$ cat config.mk
export PLATFORM = sky130hd
export DESIGN_NAME = lz4_sequence_header_parser
export DESIGN_NICKNAME = d
export VERILOG_FILES = /design/src/rtl/core/lz4sp_pkg.sv /design/src/rtl/core/lz4sp_fifo.sv /design/src/rtl/core/lz4sp_front.sv /design/src/rtl/core/lz4sp_back.sv /design/src/rtl/core/lz4_sequence_header_parser.sv
export SDC_FILE = /design/constraint.sdc
export NUM_CORES = 1
export LEC_CHECK = 0
export ABC_AREA = 1
export BUFFER_PORTS_ARGS = -buffer_cell sky130_fd_sc_hd__clkbuf_2
export CORE_MARGIN = 5
export CORE_UTILIZATION = 33
export CTS_BUF_LIST = sky130_fd_sc_hd__clkbuf_4 sky130_fd_sc_hd__clkbuf_8
export CTS_CLUSTER_DIAMETER = 60
export DETAILED_ROUTE_END_ITERATION = 10
export PLACE_DENSITY = 0.55
export RECOVER_POWER = 25
export SLEW_MARGIN = 40
export SYNTH_ARGS = -nofsm -noshare
export SYNTH_HDL_FRONTEND = slang
export SYNTH_SLANG_ARGS = --single-unit
$ cat constraint.sdc
create_clock -name clk_i -period 8.1 [get_ports clk_i]
set_input_delay 0.405 -clock clk_i [delete_from_list [all_inputs] [get_ports clk_i]]
set_output_delay 0.405 -clock clk_i [all_outputs]
set_load 0.05 [all_outputs]
$ cat src/rtl/core/lz4sp_pkg.sv
package lz4sp_pkg;

  localparam int unsigned PosW    = 16;
  localparam int unsigned LitW    = 9;
  localparam int unsigned MatchW  = 10;
  localparam int unsigned RunW    = 5;
  localparam int unsigned SeqW    = 7;

  localparam logic [3:0]        NIBBLE_EXT  = 4'hF;
  localparam logic [7:0]        RUN_BYTE    = 8'hFF;
  localparam logic [7:0]        RUN_ADD     = 8'd15;
  localparam logic [MatchW-1:0] MATCH_BASE  = 10'd4;
  localparam logic [LitW-1:0]   LIT_MAX     = 9'h1FF;
  localparam logic [MatchW-1:0] MATCH_MAX   = 10'h3FF;

  typedef struct packed {
    logic [7:0] data_byte;
    logic       is_last;
  } in_item_t;

  // Byte as handed from the front end to the parser: tagged with its position
  // and with the end-of-block mark already resolved.
  typedef struct packed {
    logic [7:0]      data_byte;
    logic            last;
    logic [PosW-1:0] pos;
  } tag_item_t;

  typedef struct packed {
    logic              seq_found;
    logic [PosW-1:0]   token_position;
    logic [LitW-1:0]   literal_length;
    logic [MatchW-1:0] match_length;
    logic [PosW-1:0]   match_offset;
    logic              stream_done;
  } out_item_t;

endpackage

$ cat src/rtl/core/lz4sp_fifo.sv
module lz4sp_fifo #(
  parameter int unsigned WIDTH = 8,
  parameter int unsigned DEPTH = 2
) (
  input  logic             clk_i,
  input  logic             rst_ni,
  input  logic             push_i,
  input  logic [WIDTH-1:0] wdata_i,
  output logic             full_o,
  input  logic             pop_i,
  output logic [WIDTH-1:0] rdata_o,
  output logic             empty_o
);
  localparam int unsigned PtrW = (DEPTH > 1) ? $clog2(DEPTH) : 1;
  localparam int unsigned CntW = $clog2(DEPTH + 1);
  localparam logic [PtrW-1:0] LastPtr = PtrW'(DEPTH - 1);
  localparam logic [CntW-1:0] FullCnt = CntW'(DEPTH);

  logic [WIDTH-1:0] mem_q [DEPTH];
  logic [PtrW-1:0]  wr_ptr_q, wr_ptr_d, rd_ptr_q, rd_ptr_d;
  logic [CntW-1:0]  cnt_q, cnt_d;
  logic             do_push, do_pop;

  assign full_o  = (cnt_q == FullCnt);
  assign empty_o = (cnt_q == '0);
  assign do_push = push_i && !full_o;
  assign do_pop  = pop_i && !empty_o;
  assign rdata_o = mem_q[rd_ptr_q];

  always_comb begin
    wr_ptr_d = wr_ptr_q;
    rd_ptr_d = rd_ptr_q;
    cnt_d    = cnt_q;
    if (do_push) begin
      wr_ptr_d = (wr_ptr_q == LastPtr) ? '0 : wr_ptr_q + 1'b1;
    end
    if (do_pop) begin
      rd_ptr_d = (rd_ptr_q == LastPtr) ? '0 : rd_ptr_q + 1'b1;
    end
    if (do_push && !do_pop) begin
      cnt_d = cnt_q + 1'b1;
    end else if (do_pop && !do_push) begin
      cnt_d = cnt_q - 1'b1;
    end
  end

  always_ff @(posedge clk_i or negedge rst_ni) begin
    if (!rst_ni) begin
      wr_ptr_q <= '0;
      rd_ptr_q <= '0;
      cnt_q    <= '0;
    end else begin
      wr_ptr_q <= wr_ptr_d;
      rd_ptr_q <= rd_ptr_d;
      cnt_q    <= cnt_d;
    end
  end

  always_ff @(posedge clk_i) begin
    if (do_push) begin
      mem_q[wr_ptr_q] <= wdata_i;
    end
  end

endmodule

$ cat src/rtl/core/lz4sp_front.sv
module lz4sp_front #(
  parameter int unsigned BLOCK_BYTES = 65536
) (
  input  logic                  clk_i,
  input  logic                  rst_ni,
  input  logic                  push_i,
  input  lz4sp_pkg::in_item_t   item_i,
  input  logic                  q_full_i,
  output logic                  q_push_o,
  output lz4sp_pkg::tag_item_t  q_item_o
);
  import lz4sp_pkg::*;

  localparam logic [PosW-1:0] LastPos = PosW'(BLOCK_BYTES - 1);

  logic [PosW-1:0] pos_q, pos_d;
  logic            accept, last_eff;

  assign accept   = push_i && !q_full_i;
  // Force the end of block at the last position that fits.
  assign last_eff = item_i.is_last || (pos_q == LastPos);

  assign q_push_o           = accept;
  assign q_item_o.data_byte = item_i.data_byte;
  assign q_item_o.last      = last_eff;
  assign q_item_o.pos       = pos_q;

  always_comb begin
    pos_d = pos_q;
    if (accept) begin
      pos_d = last_eff ? '0 : pos_q + 1'b1;
    end
  end

  always_ff @(posedge clk_i or negedge rst_ni) begin
    if (!rst_ni) begin
      pos_q <= '0;
    end else begin
      pos_q <= pos_d;
    end
  end

endmodule

$ cat src/rtl/core/lz4sp_back.sv
module lz4sp_back #(
  parameter int unsigned EXT_CAP  = 16,
  parameter int unsigned MAX_SEQS = 64
) (
  input  logic                  clk_i,
  input  logic                  rst_ni,
  input  logic                  q_empty_i,
  input  lz4sp_pkg::tag_item_t  q_item_i,
  output logic                  q_pop_o,
  input  logic                  res_full_i,
  output logic                  res_push_o,
  output lz4sp_pkg::out_item_t  res_item_o
);
  import lz4sp_pkg::*;

  localparam int unsigned PhW = 3;
  localparam logic [PhW-1:0] PH_TOKEN     = 3'd0;
  localparam logic [PhW-1:0] PH_LIT_EXT   = 3'd1;
  localparam logic [PhW-1:0] PH_LIT_SKIP  = 3'd2;
  localparam logic [PhW-1:0] PH_OFF_LO    = 3'd3;
  localparam logic [PhW-1:0] PH_OFF_HI    = 3'd4;
  localparam logic [PhW-1:0] PH_MATCH_EXT = 3'd5;
  localparam logic [PhW-1:0] PH_STOPPED   = 3'd6;

  localparam logic [RunW-1:0] ExtCap  = RunW'(EXT_CAP);
  localparam logic [SeqW-1:0] MaxSeqs = SeqW'(MAX_SEQS);

  logic [PhW-1:0]    phase_q, phase_d;
  logic [RunW-1:0]   run_q, run_d;
  logic [LitW-1:0]   lit_q, lit_d;
  logic [MatchW-1:0] match_q, match_d;
  logic [3:0]        nib_q, nib_d;
  logic [PosW-1:0]   off_q, off_d;
  logic [LitW-1:0]   skip_q, skip_d;
  logic [PosW-1:0]   tok_q, tok_d;
  logic [SeqW-1:0]   seqs_q, seqs_d;

  logic              consume, complete, is_run;
  logic [7:0]        b, add_val;
  logic [LitW:0]     lit_sum;
  logic [MatchW:0]   match_sum;
  logic [LitW-1:0]   lit_sat;
  logic [MatchW-1:0] match_sat;
  logic [3:0]        lit_nib;

  assign consume = !q_empty_i && !res_full_i;
  assign q_pop_o = consume;
  assign b       = q_item_i.data_byte;
  assign lit_nib = b[7:4];

  // Extension run byte while the run budget lasts adds 15, else the byte itself.
  assign is_run    = (b == RUN_BYTE) && (run_q < ExtCap);
  assign add_val   = is_run ? RUN_ADD : b;
  assign lit_sum   = {1'b0, lit_q} + (LitW + 1)'(add_val);
  assign match_sum = {1'b0, match_q} + (MatchW + 1)'(add_val);
  assign lit_sat   = lit_sum[LitW] ? LIT_MAX : lit_sum[LitW-1:0];
  assign match_sat = match_sum[MatchW] ? MATCH_MAX : match_sum[MatchW-1:0];

  always_comb begin
    phase_d  = phase_q;
    run_d    = run_q;
    lit_d    = lit_q;
    match_d  = match_q;
    nib_d    = nib_q;
    off_d    = off_q;
    skip_d   = skip_q;
    tok_d    = tok_q;
    seqs_d   = seqs_q;
    complete = 1'b0;

    case (phase_q)
      PH_TOKEN: begin
        tok_d   = q_item_i.pos;
        nib_d   = b[3:0];
        match_d = MATCH_BASE + MatchW'(b[3:0]);
        lit_d   = LitW'(lit_nib);
        run_d   = '0;
        off_d   = '0;
        if (lit_nib == NIBBLE_EXT) begin
          phase_d = PH_LIT_EXT;
        end else begin
          skip_d  = LitW'(lit_nib);
          phase_d = (lit_nib != '0) ? PH_LIT_SKIP : PH_OFF_LO;
        end
      end
      PH_LIT_EXT: begin
        lit_d = lit_sat;
        if (is_run) begin
          run_d = run_q + 1'b1;
        end else begin
          skip_d  = lit_sat;
          phase_d = (lit_sat != '0) ? PH_LIT_SKIP : PH_OFF_LO;
        end
      end
      PH_LIT_SKIP: begin
        skip_d = skip_q - 1'b1;
        if (skip_q == LitW'(1)) begin
          phase_d = PH_OFF_LO;
        end
      end
      PH_OFF_LO: begin
        off_d   = PosW'(b);
        phase_d = PH_OFF_HI;
      end
      PH_OFF_HI: begin
        off_d = {b, off_q[7:0]};
        if (nib_q == NIBBLE_EXT) begin
          run_d   = '0;
          phase_d = PH_MATCH_EXT;
        end else begin
          complete = 1'b1;
        end
      end
      PH_MATCH_EXT: begin
        match_d = match_sat;
        if (is_run) begin
          run_d = run_q + 1'b1;
        end else begin
          complete = 1'b1;
        end
      end
      default: begin
        // stopped: hold until the end of block
      end
    endcase

    if (complete) begin
      seqs_d  = seqs_q + 1'b1;
      phase_d = (seqs_d >= MaxSeqs) ? PH_STOPPED : PH_TOKEN;
    end

    res_item_o.seq_found      = complete;
    res_item_o.token_position = complete ? tok_d : '0;
    res_item_o.literal_length = complete ? lit_d : '0;
    res_item_o.match_length   = complete ? match_d : '0;
    res_item_o.match_offset   = complete ? off_d : '0;
    res_item_o.stream_done    = q_item_i.last;

    if (q_item_i.last) begin
      phase_d = PH_TOKEN;
      run_d   = '0;
      lit_d   = '0;
      match_d = '0;
      nib_d   = '0;
      off_d   = '0;
      skip_d  = '0;
      tok_d   = '0;
      seqs_d  = '0;
    end
  end

  assign res_push_o = consume && (complete || q_item_i.last);

  always_ff @(posedge clk_i or negedge rst_ni) begin
    if (!rst_ni) begin
      phase_q <= PH_TOKEN;
      run_q   <= '0;
      lit_q   <= '0;
      match_q <= '0;
      nib_q   <= '0;
      off_q   <= '0;
      skip_q  <= '0;
      tok_q   <= '0;
      seqs_q  <= '0;
    end else if (consume) begin
      phase_q <= phase_d;
      run_q   <= run_d;
      lit_q   <= lit_d;
      match_q <= match_d;
      nib_q   <= nib_d;
      off_q   <= off_d;
      skip_q  <= skip_d;
      tok_q   <= tok_d;
      seqs_q  <= seqs_d;
    end
  end

  a_skip_nonzero : assert property (@(posedge clk_i) disable iff (!rst_ni)
    (phase_q == PH_LIT_SKIP) |-> (skip_q != '0))
    else $error("literal skip phase with zero count");

  a_seq_limit : assert property (@(posedge clk_i) disable iff (!rst_ni)
    (seqs_q <= MaxSeqs))
    else $error("sequence count beyond limit");

  a_last_resets : assert property (@(posedge clk_i) disable iff (!rst_ni)
    (consume && q_item_i.last) |=> (phase_q == PH_TOKEN && seqs_q == '0))
    else $error("end of block did not restart the parser");

  a_stopped_quiet : assert property (@(posedge clk_i) disable iff (!rst_ni)
    (phase_q == PH_STOPPED && res_push_o) |-> (!res_item_o.seq_found))
    else $error("sequence reported after the limit");

endmodule

$ cat src/rtl/core/lz4_sequence_header_parser.sv
// LZ4 block sequence parser. Feed the bytes of one compressed block, one per
// push, with is_last set on the final byte; a block also ends by itself at
// byte BLOCK_BYTES-1. For every sequence the parser decodes the token, the
// literal-length extension (at most EXT_CAP 0xFF run bytes plus one closing
// byte), skips the literals, reads the little-endian offset and the
// match-length extension, and pushes one result carrying the token position,
// literal length, match length and offset. The final byte always produces a
// result with stream_done set (zero sequence fields unless that same byte
// closed a sequence); a sequence still open at that point is dropped. After
// MAX_SEQS sequences the parser goes quiet until the end of the block. It
// takes one byte per clock while neither queue is full. A byte's result, if
// any, passes through the tag queue and then the result queue on its way to
// the output: the front end stamps position and end-of-block into a two-entry
// queue, and the parser state machine consumes one queued byte per cycle
// into a two-entry result queue while that queue has room. Either side may
// stall without stopping the other until its queue fills.
module lz4_sequence_header_parser #(
  parameter int unsigned EXT_CAP     = 16,
  parameter int unsigned MAX_SEQS    = 64,
  parameter int unsigned BLOCK_BYTES = 65536
) (
  input  logic                  clk_i,
  input  logic                  rst_ni,
  // byte side
  input  logic                  push,
  output logic                  full,
  input  lz4sp_pkg::in_item_t   in_data_i,
  // result side
  output logic                  empty,
  input  logic                  pop,
  output lz4sp_pkg::out_item_t  out_data_o
);
  import lz4sp_pkg::*;

  localparam int unsigned QDepth = 2;

  tag_item_t tag_wr, tag_rd;
  out_item_t res_wr;
  logic      tag_push, tag_full, tag_pop, tag_empty;
  logic      res_push, res_full;

  // Front end: stamp each byte with its position and resolve end of block.
  lz4sp_front #(
    .BLOCK_BYTES (BLOCK_BYTES)
  ) u_front (
    .clk_i    (clk_i),
    .rst_ni   (rst_ni),
    .push_i   (push),
    .item_i   (in_data_i),
    .q_full_i (tag_full),
    .q_push_o (tag_push),
    .q_item_o (tag_wr)
  );

  // Decouple byte intake from the parser.
  lz4sp_fifo #(
    .WIDTH ($bits(tag_item_t)),
    .DEPTH (QDepth)
  ) u_tag_q (
    .clk_i   (clk_i),
    .rst_ni  (rst_ni),
    .push_i  (tag_push),
    .wdata_i (tag_wr),
    .full_o  (tag_full),
    .pop_i   (tag_pop),
    .rdata_o (tag_rd),
    .empty_o (tag_empty)
  );

  // Hold off new bytes only when the tag queue is full.
  assign full = tag_full;

  // Back end: sequence state machine, one byte per cycle while its queues allow.
  lz4sp_back #(
    .EXT_CAP  (EXT_CAP),
    .MAX_SEQS (MAX_SEQS)
  ) u_back (
    .clk_i      (clk_i),
    .rst_ni     (rst_ni),
    .q_empty_i  (tag_empty),
    .q_item_i   (tag_rd),
    .q_pop_o    (tag_pop),
    .res_full_i (res_full),
    .res_push_o (res_push),
    .res_item_o (res_wr)
  );

  // Result queue: waiting results block the parser only once this queue is full.
  lz4sp_fifo #(
    .WIDTH ($bits(out_item_t)),
    .DEPTH (QDepth)
  ) u_res_q (
    .clk_i   (clk_i),
    .rst_ni  (rst_ni),
    .push_i  (res_push),
    .wdata_i (res_wr),
    .full_o  (res_full),
    .pop_i   (pop),
    .rdata_o (out_data_o),
    .empty_o (empty)
  );

endmodule

==> metrics.txt, run 1 <==
final worst slack=approximately 2.5 ns; # rows=71; fin util=38.2%; Final Hold Vio Count=0; core region area=about 38000 sq um; deepest clock path buffer count=3; Worst path max stage delay=around 1.6 ns; Detail Placement HPWL=around 21000 um; Yosys Warn Count=0; slowest CP cell=clkbuf_1; IO Count=between 60 and 70; worst-path cell chain=o22ai_4, clkbuf_1, clkinv_1, nand2_2, inv_1, ha_1, a21oi_1, o21ai_0, xor2_1; unrepaired setup endpoints after global routing=false; Area contributors post-synth=edfxtp_1 (37%), dfrtp_1 (21%), nand2_1 (12%); Nets=~1500; Min-Delay Path Class=input port to flip-flop; Critical Path RT=approximately 8.5 ns; relative slew slack=-105%; P&R area growth vs syn=14.7%; setup slack after placement=~3.7 ns; 1st-iter DRT viols=around 650; largest net degree at the start of global routing=55; CTS Buf Count=44; worst slew pin tran=~3.1 ns; setup bufs post-CTS=0; GP Congestion=approximately 0.9; Power Dens Cells=approximately 450 nW/um^2; Die Ht=roughly 200 um; failing checks=max-capacitance violations, max-slew violations; placed cells=around 1900; Vias/cell=approximately 4.8; EDFF count, synth=between 150 and 200; Clock Pin Slew Worst Setup and Hold Paths=about 0.060 ns; vias in the first global route=around 9200; Avg WL per Cell=between 15 and 20 um; final worst-path cycle share=just under 70%; Worst-Skew Late Latency=approximately 0.58 ns; Seq/Total Area, Yosys=slightly below 60%; Yosys top cell area share=roughly 37%; crit path DAT=6.03 ns; post-synth cell types=57; run status=finished with violations; Setup violations, final=0; initial core utilization=~33%; clock skew=about 0.037 ns; r2r setup slk=roughly 2.5 ns; most numerous cell in the Yosys netlist=nand2_1; layout cell share with drive strength beyond 1=about 15%; Finished Layout Cells=between 1500 and 2000; grt ovf=0; FMAX=179 MHz; number of remaining DRC errors=0; top_reg_cell synth=edfxtp_1; Vias=approximately 9400; Pre-antenna DRT Iters=5; die area=41900 sq um; Top delay family on crit path=buffers and inverters; Post-Syn Area=~13000 sq um; setup tns final=0 ns; post-synthesis register bit count=around 260; Mean Syn Cell Area=9.36 sq um; GR Util All Layers=approximately 16%; maxcap violations=3; Worst Path Buf+Inv=3; Die W=205 um; Mapped Cells=between 1000 and 1500; Port-buffer cells=67; first-pass GRT wire length=~52000 um; critical path capture point type=flip-flop; clock root buffer=clkbuf_8; placed cell area=13400 sq um; Leakage=6.25 nW; final WL=roughly 32000 um; Num Clock Sinks=259; Slew Viols, Final=between 100 and 150; antenna violations before repair=4; syn nets=around 1400; leading area contributor after synthesis=edfxtp_1; CP max FO=between 40 and 50; Tmin final=~5.6 ns; total power=6.40 mW; Routed Antenna Nets=0; critical path launch point type=flip-flop; Final Instance Area=~14000 sq um; H-tree depth=2; critical path type=flip-flop to flip-flop; top cells by count, synth=nand2_1 (386), edfxtp_1 (156), nor2_1 (137); Max VDD drop=approximately 0.00018 V; Hold WS=between 0.03 and 0.04 ns; CTS tree=yes; Async SR Flop Fraction=between 30 and 40%
[cell type report]
| class | count | area, sq um |
|---|---|---|
| Fill cell | 3748 | 23200 |
| Sequential cell | 259 | 7260 |
| Clock buffer | 67 | 822 |
| Inverter | 129 | 495 |
| Clock inverter | 14 | 106 |
| Timing Repair Buffer | 83 | 453 |
| Multi-Input combinational cell | 907 | 4580 |
| Antenna cell | 2 | 5.00 |
| Tap cell | 511 | 639 |
[sequential cells by signal (all words and copies together) (netlist names)]
| name | cells |
|---|---|
| u_front.pos_q | 16 |
| u_back.lit_q | 9 |
| u_back.tok_q | 16 |
| u_tag_q.mem_q | 50 |
| u_back.run_q | 5 |
| u_res_q.rd_ptr_q | 1 |
| u_back.phase_q | 3 |
| u_tag_q.wr_ptr_q | 1 |
| u_back.nib_q | 4 |
| u_back.match_q | 10 |
| u_tag_q.rd_ptr_q | 1 |
| u_tag_q.cnt_q | 2 |
| u_res_q.cnt_q | 2 |
| u_back.skip_q | 9 |
| u_back.off_q | 16 |
| u_back.seqs_q | 7 |
| u_res_q.wr_ptr_q | 1 |
| u_res_q.mem_q | 106 |
[placed cells by master (no fill, tap or decap), types with 3 or more instances in the layout]
master and instances:
a21oi_1 33, a22oi_1 7, and2_1 7, buf_4 5
clkbuf_1 9, clkbuf_2 62, clkbuf_4 16, clkbuf_8 51
clkinv_1 6, clkinv_2 7, dfrtp_1 102, dlygate4sd3_1 6
edfxtp_1 156, ha_1 24, inv_1 115, inv_2 9
nand2_1 386, nand2_2 11, nand2_4 6, nand3_1 51
nand3_2 5, nand4_1 11, nor2_1 132, nor2_2 10
nor2_4 5, nor3_1 13, nor3b_1 4, o21a_1 4
o21ai_0 98, o21ai_1 16, o22ai_1 22, o31ai_2 3
or2_1 3, or2_2 6, xnor2_1 6, xor2_1 12
[power breakdown]
| group | internal (mW) | switching (mW) |
|---|---|---|
| logic | 0.759 | 2.38 |
| clock network | 0.685 | 0.535 |
| registers | 1.85 | 0.190 |
| total | 3.30 | 3.11 |
[per-layer routing]
metal	share of wire, %	routed length, um	track usage, %	up-vias
li1	-	-	-	4632
met1	47	15400	22.0	4432
met2	44	14400	24.4	241
met3	5.7	1840	3.01	67
met4	2.5	824	5.05	4
met5	0.065	21	0	-
[final timing paths]
| check | from | end | cells past startpoint |
|---|---|---|---|
| min in group asynchronous | rst_ni | u_front.pos_q[10] | 2 |
| setup / recovery | u_tag_q.cnt_q[0] | u_res_q.cnt_q[1] | 9 |
| hold reg to reg | u_back.tok_q[2] | u_back.tok_q[2] | 2 |
| max in group asynchronous | rst_ni | u_back.off_q[0] | 4 |
| setup reg to reg | u_tag_q.cnt_q[0] | u_res_q.cnt_q[1] | 9 |
| hold / removal | in_data_i[3] | u_tag_q.mem_q[0][19] | 1 |
[what timing repair did]
action                     4_1_cts  5_1_grt
hold buffers                     6        0
gates resized for setup          0        0
setup endpoints to repair        0        0
hold endpoints to repair        60        0
[cell families (layout without fill, tap and decap cells)]
group	Yosys count	count (layout)	synth area share [%]
and+or+nand+nor	658	658	22.7
DFF	259	259	58.0
AOI/OAI and AO/OA	205	205	9.65
buffers and inverters	172	293	5.70
adders and majority gates	26	26	2.72
xor gates and xnor gates	18	18	1.26
other	0	2	0
No activity file was read; power rests on OpenSTA's default activity.
==> inputs of run 2 (changes only) <==
--- a/config.mk
+++ b/config.mk
@@ -12,7 +12,7 @@
 export CTS_BUF_LIST = sky130_fd_sc_hd__clkbuf_4 sky130_fd_sc_hd__clkbuf_8
 export CTS_CLUSTER_DIAMETER = 60
 export DETAILED_ROUTE_END_ITERATION = 10
-export PLACE_DENSITY = 0.55
+export PLACE_DENSITY = 0.57
 export RECOVER_POWER = 25
 export SLEW_MARGIN = 40
 export SYNTH_ARGS = -nofsm -noshare
==> constraint.sdc (replaced) <==
create_clock -name clk_i -period 4.5 [get_ports clk_i]
set_input_delay 0.225 -clock clk_i [delete_from_list [all_inputs] [get_ports clk_i]]
set_output_delay 0.225 -clock clk_i [all_outputs]
set_load 0.05 [all_outputs]
==> metrics.txt, run 2 (synthesis results as in run 1) <==
relative slew slack=-97.0% (+7.6 points); critical path launch point type=flip-flop; Critical Path RT=4.79 ns (-3.74 ns); Min-Delay Path Class=input port to flip-flop; Num Clock Sinks=259 (unchanged); unrepaired setup endpoints after global routing=false; Vias=9363 (-0.14%); H-tree depth=2 (unchanged); core region area=37600 sq um (unchanged); Setup violations, final=0 (unchanged); fillers=3768 (+0.53%); number of remaining DRC errors=0 (unchanged); Vias/cell=4.73 (-0.49%); Final Hold Vio Count=0 (unchanged); Nets=1473 (+0.68%); CTS tree=yes; initial core utilization=33.3% (unchanged); Slew Viols, Final=49 (-62%); worst slew pin tran=2.96 ns (-0.114 ns); commonest non-fill, non-tap cell in the layout=nand2_1; layout cell share with drive strength beyond 1=15.3% (+0.39 points); Die Ht=205 um (unchanged); Clock Pin Slew Worst Setup and Hold Paths=0.06 ns (about the same); antenna violations before repair=0 (-4); Worst-Skew Late Latency=0.57 ns (about the same); Regs by FF count=u_res_q.mem_q (106), u_tag_q.mem_q (50); deepest clock path buffer count=3 (unchanged); r2r setup slk=0.67 ns (-1.84 ns); Detail Placement HPWL=21600 um (+0.66%); Routed Antenna Nets=0 (unchanged); IO Count=68 (unchanged); # rows=71 (unchanged); FMAX=261 MHz (+46%); vias in the first global route=9169 (-0.32%); maxcap violations=1 (-2); Power Dens Cells=796 nW/um^2 (+78%); Finished Layout Cells=1979 (+0.35%); setup tns final=0 ns (unchanged); Max VDD drop=0.000521 V (+190%); # diodes=0 (-2); setup bufs post-CTS=0 (unchanged); critical path type=flip-flop to flip-flop; largest net degree at the start of global routing=54 (-1.8%); crit path DAT=4.12 ns (-1.91 ns); Pre-antenna DRT Iters=5 (unchanged); Port-buffer cells=67 (unchanged); clock skew=0.0269 ns (-0.00984 ns); Largest Register=u_res_q.mem_q; GR Util All Layers=15.5% (-0.16 points); first-pass GRT wire length=51300 um (-1.5%); Tmin final=3.83 ns (-1.76 ns); P&R area growth vs syn=15.0%; run status=finished with violations; Die W=205 um (unchanged); total power=11.5 mW (+79%); GP Congestion=0.884 (-4.4%); Leakage=6.29 nW (+0.63%); Largest register FFs=106 (unchanged); Avg WL per Cell=16.2 um (-1.2%); failing checks=max-capacitance violations, max-slew violations; placed cells=1890 (+0.43%); clock root buffer=clkbuf_8; CTS Buf Count=43 (-2.3%); most frequent cells in the layout=nand2_1 (387), edfxtp_1 (156), nor2_1 (133), inv_1 (117), dfrtp_1 (102); CP max FO=26 (-37%); final worst-path cycle share=85.2% (+16 points); critical path capture point type=flip-flop; final WL=32100 um (-0.83%); 1st-iter DRT viols=730 (+12%); die area=41900 sq um (unchanged); grt ovf=0 (unchanged)
[run 2: cell count changes in the layout (fill, tap and decap cells not counted), moves of 4 or more]
| cell | change |
|---|---|
| clkbuf_4 | +10 |
| buf_4 | +9 |
| clkbuf_8 | -4 |
| clkinv_1 | -4 |
| clkinv_2 | -4 |
| dlygate4sd3_1 | +4 |
[run 2: path summary, 6_finish.rpt]
path | startpoint | to | cells past startpoint
max | u_tag_q.rd_ptr_q | u_res_q.mem_q[0][31] | 22
min | pop | u_res_q.rd_ptr_q | 3
max reg2reg | u_tag_q.rd_ptr_q | u_res_q.mem_q[0][31] | 22
min reg2reg | u_back.tok_q[15] | u_back.tok_q[15] | 2
max in group asynchronous | rst_ni | u_back.skip_q[4] | 3
min in group asynchronous | rst_ni | u_front.pos_q[10] | 2
[run 2: report_power, final]
part	switching (mW)	internal (mW)	total (mW)
logic	4.31	1.41	5.72
clock network	0.926	1.18	2.11
registers	0.308	3.33	3.64
[run 2: what timing repair did]
item                      in CTS  in global routing
gates resized for setup        0                  0
hold buffers                  10                  0
hold endpoints to repair      64                  0
[run 2: layout make-up]
| class | instances | area [sq um] | area share (%) |
|---|---|---|---|
| clock buffers | 73 | 842 | 5.85 |
| flip-flops and latches | 259 | 7260 | 50.4 |
| repair buffers | 94 | 552 | 3.83 |
| clock inverters | 6 | 40.0 | 0.278 |
| multi-input cells | 907 | 4570 | 31.8 |
| well taps | 511 | 639 | 4.44 |
| inverters | 129 | 490 | 3.41 |
[run 2: per-layer routing]
layer / share of wire, % / vias up / wire (um) / track usage, %
met5: 0 / - / 0 / 0
met4: 2.6 / 0 / 823 / 4.67
met3: 6.1 / 57 / 1950 / 3.21
met2: 44 / 232 / 14200 / 23.8
met1: 47 / 4430 / 15200 / 22.0
li1: - / 4644 / - / -
[run 2: worst max-delay path: stages (launching register included)]
cell	delay, ns
dfrtp_1	0.41
buf_4	0.31
o21ai_0	0.15
buf_4	0.18
inv_1	0.05
ha_1	0.16
inv_1	0.05
nor2_1	0.08
nand2_1	0.07
nor2_2	0.13
nand2_4	0.10
inv_2	0.12
nor2_1	0.08
ha_1	0.35
nand2_1	0.08
nand2_1	0.07
inv_1	0.09
nand2_1	0.06
nand2_1	0.07
nand3_1	0.25
o21ai_0	0.43
o21a_1	0.21
nor2_1	0.06
[run 2: stage by stage]
stage	utilization (%)	hold slack [ns]	setup WS [ns]	instance area, sq um
after detailed placement	35.7	0.322	0.670	13400
final	38.3	0.0319	0.667	14400
after floorplan	-	-0.0706	0.686	12500
after global routing	38.3	0.0515	0.267	14400
after CTS	38.4	0.00532	0.667	14400
after global placement	35.7	0.321	0.760	13400
